$ cat config.mk
export PLATFORM = sky130hd
export DESIGN_NAME = dpcva_ctrl
export DESIGN_NICKNAME = d
export VERILOG_FILES = /design/src/hdl/dpcva_pkg.sv /design/src/hdl/dpcva_ctrl.sv
export SDC_FILE = /design/constraint.sdc
export NUM_CORES = 1
export LEC_CHECK = 0
export BUFFER_PORTS_ARGS = -buffer_cell sky130_fd_sc_hd__buf_2
export CORE_AREA = 2 2 39 41
export DETAILED_ROUTE_END_ITERATION = 6
export DIE_AREA = 0 0 41 43
export SKIP_CTS_REPAIR_TIMING = 1
export SYNTH_ARGS = -nofsm -noshare
export SYNTH_HDL_FRONTEND = slang
export SYNTH_SLANG_ARGS = --single-unit
$ cat constraint.sdc
create_clock -name clk -period 2.65 [get_ports clk]
set_input_delay 0 -clock clk [delete_from_list [all_inputs] [get_ports clk]]
set_output_delay 0 -clock clk [all_outputs]
set_load 0.02 [all_outputs]
$ cat src/hdl/dpcva_pkg.sv
// ----------------------------------------------------------------------------
// Display processor command package
// Shared types, constants and the video RAM address map.
// ----------------------------------------------------------------------------
package dpcva_pkg;

    localparam int VRAM_SIZE = 16384;
    localparam int VRAM_AW   = $clog2(VRAM_SIZE);

    localparam logic [7:0] STATUS_CLEAR_MASK = 8'h78;
    localparam logic [5:0] X_LINE_END        = 6'd39;
    localparam logic [7:0] WRITE_LOW         = 8'h20;
    localparam logic [7:0] WRITE_HIGH        = 8'h28;

    // Command codes (high nibble of register 0)
    localparam logic [3:0] CODE_MAIN3    = 4'h0;
    localparam logic [3:0] CODE_AUX3     = 4'h2;
    localparam logic [3:0] CODE_ONE      = 4'h3;
    localparam logic [3:0] CODE_PTR4     = 4'h4;
    localparam logic [3:0] CODE_PTR5     = 4'h5;
    localparam logic [3:0] CODE_PTR6     = 4'h6;
    localparam logic [3:0] CODE_PTR_AUX  = 4'h7;
    localparam logic [3:0] CODE_INDIRECT = 4'h8;
    localparam logic [3:0] PARAM_NONE    = 4'h6;

    // Indirect register selectors
    localparam logic [2:0] IND_TIMING  = 3'd1;
    localparam logic [2:0] IND_MARGIN  = 3'd2;
    localparam logic [2:0] IND_PAGE    = 3'd3;
    localparam logic [2:0] IND_DISPLAY = 3'd4;
    localparam logic [2:0] IND_ROW     = 3'd7;

    typedef enum logic [2:0] {
        ST_IDLE,
        ST_CMD,
        ST_RAM,
        ST_WAIT,
        ST_POINTER,
        ST_CLEAR,
        ST_OUT
    } dpcva_state_t;

    // Controller to datapath
    typedef struct packed {
        logic       clear_step;  // write zero at the clear address
        logic       access;      // take the bus word
        logic       decode;      // clear status, run indirect, latch command
        logic       ram_go;      // start RAM access for byte ram_idx
        logic [1:0] ram_idx;
        logic       ram_done;    // store RAM read data into register
        logic       pointer;     // apply pointer flags and increment
    } dpcva_cmd_t;

    // Datapath to controller
    typedef struct packed {
        logic       clear_last;
        logic       run;         // this write runs a command
        logic [1:0] kind;        // 0 pointer only, 1 three-byte, 2 one-byte
        logic       valid_cmd;   // a transfer command
        logic       rd;
    } dpcva_status_t;

    // Scrambled map of Z/Y/X to a video RAM address
    function automatic logic [VRAM_AW-1:0] map_addr(input logic [4:0] z,
                                                    input logic [4:0] y,
                                                    input logic [5:0] x);
        logic [13:0] a;
        // The top bit of Z falls outside the 14-bit address
        a = {z[3:0], 7'd0, x[2:0]};
        if (y >= 5'd8) begin
            if (x[5]) begin
                a = a | {6'd0, y[2:0], 5'd0} | {9'd0, y[4:3], 3'd0};
            end
            else begin
                a = a | {4'd0, y, 5'd0} | {8'd0, x};
            end
        end
        else begin
            a = a | {6'd0, x[5:3], 5'd0};
        end
        return a[VRAM_AW-1:0];
    endfunction

endpackage

$ cat src/hdl/dpcva_ctrl.sv
// ----------------------------------------------------------------------------
// Display processor command controller
// Sequences bus words, RAM clearing and the steps of each command.
// ----------------------------------------------------------------------------
module dpcva_ctrl (
    input  logic                    clk,
    input  logic                    rst_n,
    input  logic                    in_valid,
    output logic                    in_ready,
    output logic                    out_valid,
    input  logic                    out_ready,
    output dpcva_pkg::dpcva_cmd_t   cmd,
    input  dpcva_pkg::dpcva_status_t stat
);
    import dpcva_pkg::*;

    dpcva_state_t state_reg, state_next;
    logic [1:0]   idx_reg, idx_next;

    // State register
    always_ff @(posedge clk or negedge rst_n)
    begin
        if (!rst_n)
        begin
            state_reg <= ST_CLEAR;
            idx_reg   <= 2'd0;
        end
        else
        begin
            state_reg <= state_next;
            idx_reg   <= idx_next;
        end
    end

    // Next state and command outputs
    always_comb
    begin
        state_next = state_reg;
        idx_next   = idx_reg;
        cmd        = '0;
        cmd.ram_idx = idx_reg;
        in_ready   = 1'b0;
        out_valid  = 1'b0;
        case (state_reg)
            ST_CLEAR:
            begin
                cmd.clear_step = 1'b1;
                if (stat.clear_last)
                    state_next = ST_IDLE;
            end
            ST_IDLE:
            begin
                in_ready = 1'b1;
                if (in_valid)
                begin
                    cmd.access = 1'b1;
                    state_next = ST_CMD;
                end
            end
            ST_CMD:
            begin
                if (!stat.run)
                    state_next = ST_OUT;
                else
                begin
                    cmd.decode = 1'b1;
                    idx_next   = 2'd0;
                    if (!stat.valid_cmd)
                        state_next = ST_OUT;
                    else if (stat.kind == 2'd0)
                        state_next = ST_POINTER;
                    else
                        state_next = ST_RAM;
                end
            end
            ST_RAM:
            begin
                cmd.ram_go = 1'b1;
                state_next = ST_WAIT;
            end
            ST_WAIT:
            begin
                cmd.ram_done = stat.rd;
                if (stat.kind == 2'd1 && idx_reg != 2'd2)
                begin
                    idx_next   = idx_reg + 2'd1;
                    state_next = ST_RAM;
                end
                else
                    state_next = ST_POINTER;
            end
            ST_POINTER:
            begin
                cmd.pointer = 1'b1;
                state_next  = ST_OUT;
            end
            ST_OUT:
            begin
                out_valid = 1'b1;
                if (out_ready)
                    state_next = ST_IDLE;
            end
            default: state_next = ST_IDLE;
        endcase
    end

`ifndef SYNTHESIS
    // No bus word is taken during the clearing pass
    a_no_accept_clear: assert property (@(posedge clk) disable iff (!rst_n)
        state_reg == ST_CLEAR |-> !in_ready)
        else $error("input accepted during clearing pass");
    // An accepted word is followed by decoding
    a_access_cmd: assert property (@(posedge clk) disable iff (!rst_n)
        in_valid && in_ready |=> state_reg == ST_CMD)
        else $error("accepted word not decoded");
    // A RAM access is always followed by its wait step
    a_ram_wait: assert property (@(posedge clk) disable iff (!rst_n)
        state_reg == ST_RAM |=> state_reg == ST_WAIT)
        else $error("RAM access without wait");
`endif

endmodule

After elaboration in Yosys (flattened, before gate mapping):

Cells that the tools add are included.
Widths: inputs -> output; s select.

* bits in registers: 5
* input port bits: 10
* output and inout port bits: 10
* word-level logic and storage cells: 43

* add/sub/neg operators: 1
* equality and inequality tests: 13
* muxes and demuxes: 21
* reduce and logical (&&, ||, !) cells: 6

Operator list (count)
* $mux 3: 7
* $pmux 3 s7: 1
* $ne 2x2->1 const B: 6
* $mux 1: 10
* $eq 3x3->1 const B: 3
* $eq 3x2->1 const B: 2
* $reduce_and 3->1: 2
* $mux 2: 2
* $pmux 2 s2: 1
* $eq 3x1->1 const B: 1
* $logic_not 3->1: 1
* $add 2x1->2 const B: 1
* $eq 2x1->1 const B: 1
* $logic_not 2->1: 1
* $reduce_bool 2->1: 1
* $logic_and 1x1->1: 1

Depth between registers and ports, before layout:

* word-level depth: 5
* gate-level depth with buffers: 5
* gate-level depth less buffers: 5

Worst setup path after synthesis:

OpenSTA, ideal clock, no wires.

* kind: register -> register
* start point: register state_reg[2]
* end point: register state_reg[0]
* setup time: 0.061 ns
* arrival: 1.523 ns
* required time: 2.589 ns
* slack: 1.066 ns
* cell stages (with the launch flop): 5
* buffers on the path: 1
* clock period less this slack: 1.584 ns
* cell sequence: dfstp_2 -> buf_2 -> inv_1 -> nor3b_1 -> a21o_1

* longest elaborated chain between the ends: 3
* elaborated cells between the ends (all ways): 12
* those cells by class: 9 x eq/ne; 1 x mux; 2 x reduce/logical

Ends and longest elaborated chain
* start: declaration: line dpcva_ctrl.sv:17 `dpcva_state_t state_reg, state_next;`
* start signal: assignment: line dpcva_ctrl.sv:30 `state_reg <= state_next;`
* $eq 3x3->1 or $logic_not 3->1 (tied branches): line dpcva_ctrl.sv:44 `case (state_reg)`
* $ne 2x2->1 (no source line)
* $reduce_and 3->1 (no source line)

Several ways; a longest one is shown, not always the timed one.
A chain may end at the register's enable or synchronous reset.

Worst setup path after layout:

* start point: register idx_reg[0]
* end point: register idx_reg[1]

* longest elaborated chain between the ends: 4
* elaborated cells between the ends (all ways): 7
* those cells by class: 1 x add/sub; 2 x eq/ne; 2 x mux; 2 x reduce/logical

Ends and longest elaborated chain
* start: declaration: line dpcva_ctrl.sv:18 `logic [1:0] idx_reg, idx_next;`
* start signal: assignment: line dpcva_ctrl.sv:31 `idx_reg <= idx_next;`
* branches (longest 4 deep; another with $add 2x1->2)

Parallel ways; which one is timed is not known. The select of a mux whose other input is x is not followed.

==> metrics <==
outcome completed; setup_tns 0 ns; Die Ht 43 um; VDD IR max 0.0003637 V; Die ar. 1763 um^2; Nets 80; core box area 1384 um^2; ANT cells 0; RSZ-0062 raised after global routing false; Worst EP arrival 1.65 ns; root buffer cell clkbuf_4; commonest non-fill, non-tap cell in the layout buf_2; most frequent cells in the layout buf_2 (19), inv_1 (6), nor2_1 (6); number of flip-flops in the largest register 3; standard-cell row count 14; Critical Path Fanout Max 4; Clk network pwr share 0.151; DRT Pass-1 Iters 3; total of max-cap violations 0; worst hold path class in2reg; initial drt markers 7; Post-Syn Area 384.1 um^2; Post-Syn Instances 47; CP required 2.81 ns; initial antenna violation count 0; pwr dens 1087 nW/um^2; Max Clk Rate 671.9 MHz; sequential cell area fraction in the yosys report 0.3322; routed wire length 820 um; initial core utilization 0.2776; combinational share of power 0.499; Worst setup SP type flip-flop; vias in the first global route 318; worst slew pin tran 0.3750 ns; Rel. slew slack 0.7500; Fill cells 152; Setup violations, final 0; clk buf depth 2; YS warnings 0; Pint 0.0003065 W; PnR worst setup slack 1.162 ns; clk_lat worst skew 0.24 ns; CTS H-tree lvls 1; clock transition at the registers of the reported paths 0.04 ns; I/O pins 20; worst slack, placed 1.151 ns; min cycle time layout 1.488 ns; switching share of total power 0.4582; drt wl/cell 9.762 um; Post-DP HPWL 637.7 um; Num CTS Buffers 3; CP Capture Type flip-flop; largest net degree at the start of global routing 15; Yosys reg bits 5; Final GP Congestion 0.6577; Final Hold Viols 0; drt drc 0; Die X 41 um; vias 385; Detail Route Antenna Nets 0; net switching power 0.0002591 W; Area Overhead vs Synth 35.50%; Synth Area per Inst 8.173 um^2; first-pass GRT wire length 1297 um; Num Clock Sinks 5; TritonCTS clock tree built; Leakage 0.2791 nW; Distinct cells, synth 22; share of post-route cells with drive strength above 1 0.3824; Max Slew Vio Count 0; skew final 0.003193 ns; IO buf count 19; Setup CP Type reg2reg; period utilisation layout 0.5617; GRT Total Usage 0.1092; syn_nets 58; Seq pwr share 0.350; vias per cell 4.583; GRT overflow 0
[synthesized netlist by cell type]
master / instances / share of area
inv_1: 6 / 0.059
nor2_1: 6 / 0.059
nand2_1: 5 / 0.049
buf_2: 3 / 0.039
dfrtp_1: 3 / 0.20
nor3_1: 3 / 0.039
a21o_1: 2 / 0.039
dfstp_2: 2 / 0.14
mux2i_1: 2 / 0.052
nand4bb_1: 2 / 0.059
nor3b_1: 2 / 0.039
a21oi_1: 1 / 0.013
a21oi_2: 1 / 0.023
a221oi_1: 1 / 0.023
a32o_2: 1 / 0.029
and2_1: 1 / 0.016
ha_1: 1 / 0.033
nand3b_1: 1 / 0.020
o21ai_0: 1 / 0.013
o311ai_0: 1 / 0.023
o31ai_1: 1 / 0.020
or3b_1: 1 / 0.023
[cell families after synthesis]
family                   Yosys count  synth area share
flip-flops                         5            0.3322
multiplexers                       2           0.05212
buffers and inverters              9           0.09770
AO/OA/AOI/OAI                      9            0.1824
AND/OR/NAND/NOR                   21            0.3029
adder cells (fa/ha/maj)            1           0.03257
[routing by layer]
metal | GRT usage | share of wire
met3 | 0.02618 | 0.082
met1 | 0.1579 | 0.46
met5 | 0 | 0
met2 | 0.1344 | 0.45
met4 | 0.08000 | 0
[power groups by stage]
stage / clock [W] / sequential [W] / combinational (W)
global placement: 0 / 0.000197 / 0.000286
CTS: 0.0000909 / 0.000197 / 0.000286
finish: 0.0000855 / 0.000198 / 0.000282
floorplan: 0 / 0.000154 / 0.000253
global route: 0.0000942 / 0.000211 / 0.000317
detailed placement: 0 / 0.000197 / 0.000285
[stage by stage]
stage	total power, W	instances	hold slack, ns	util	cell area [um^2]
floorplan	0.0004072	47	-0.2956	-	384.1
global placement	0.0004834	79	-0.1842	0.3499	484.2
detailed placement	0.0004820	79	-0.1833	0.3499	484.2
CTS	0.0005735	83	-0.4397	0.3689	510.5
global route	0.0006229	84	0.02768	0.3761	520.5
finish	0.0005656	84	0.009563	0.3761	520.5
[path summary, 6_finish.rpt]
check	start	end	slack, ns	cells past startpoint
worst max-delay path	idx_reg[0]	idx_reg[1]	1.16	5
worst min register to register	idx_reg[0]	idx_reg[0]	0.51	1
worst min-delay path	in_valid	state_reg[2]	0.01	3
worst max register to register	idx_reg[0]	idx_reg[1]	1.16	5
min in group asynchronous	rst_n	idx_reg[1]	0.10	2
max in group asynchronous	rst_n	state_reg[0]	2.33	2
[final cells by class]
| class | count | area [um^2] | area share |
|---|---|---|---|
| Inverter | 6 | 22.52 | 0.04327 |
| Sequential cell | 5 | 127.6 | 0.2452 |
| Tap cell | 16 | 20.02 | 0.03846 |
| Clock buffer | 4 | 26.28 | 0.05048 |
| Timing Repair Buffer | 20 | 105.1 | 0.2019 |
| Multi-Input combinational cell | 33 | 219.0 | 0.4207 |
[worst max-delay path, stage by stage (launching register included)]
cell	delay (ns)
dfrtp_1	0.37
inv_1	0.05
ha_1	0.19
or3b_1	0.36
nor2_1	0.21
mux2i_1	0.22
Power figures use the tool's default switching activity.
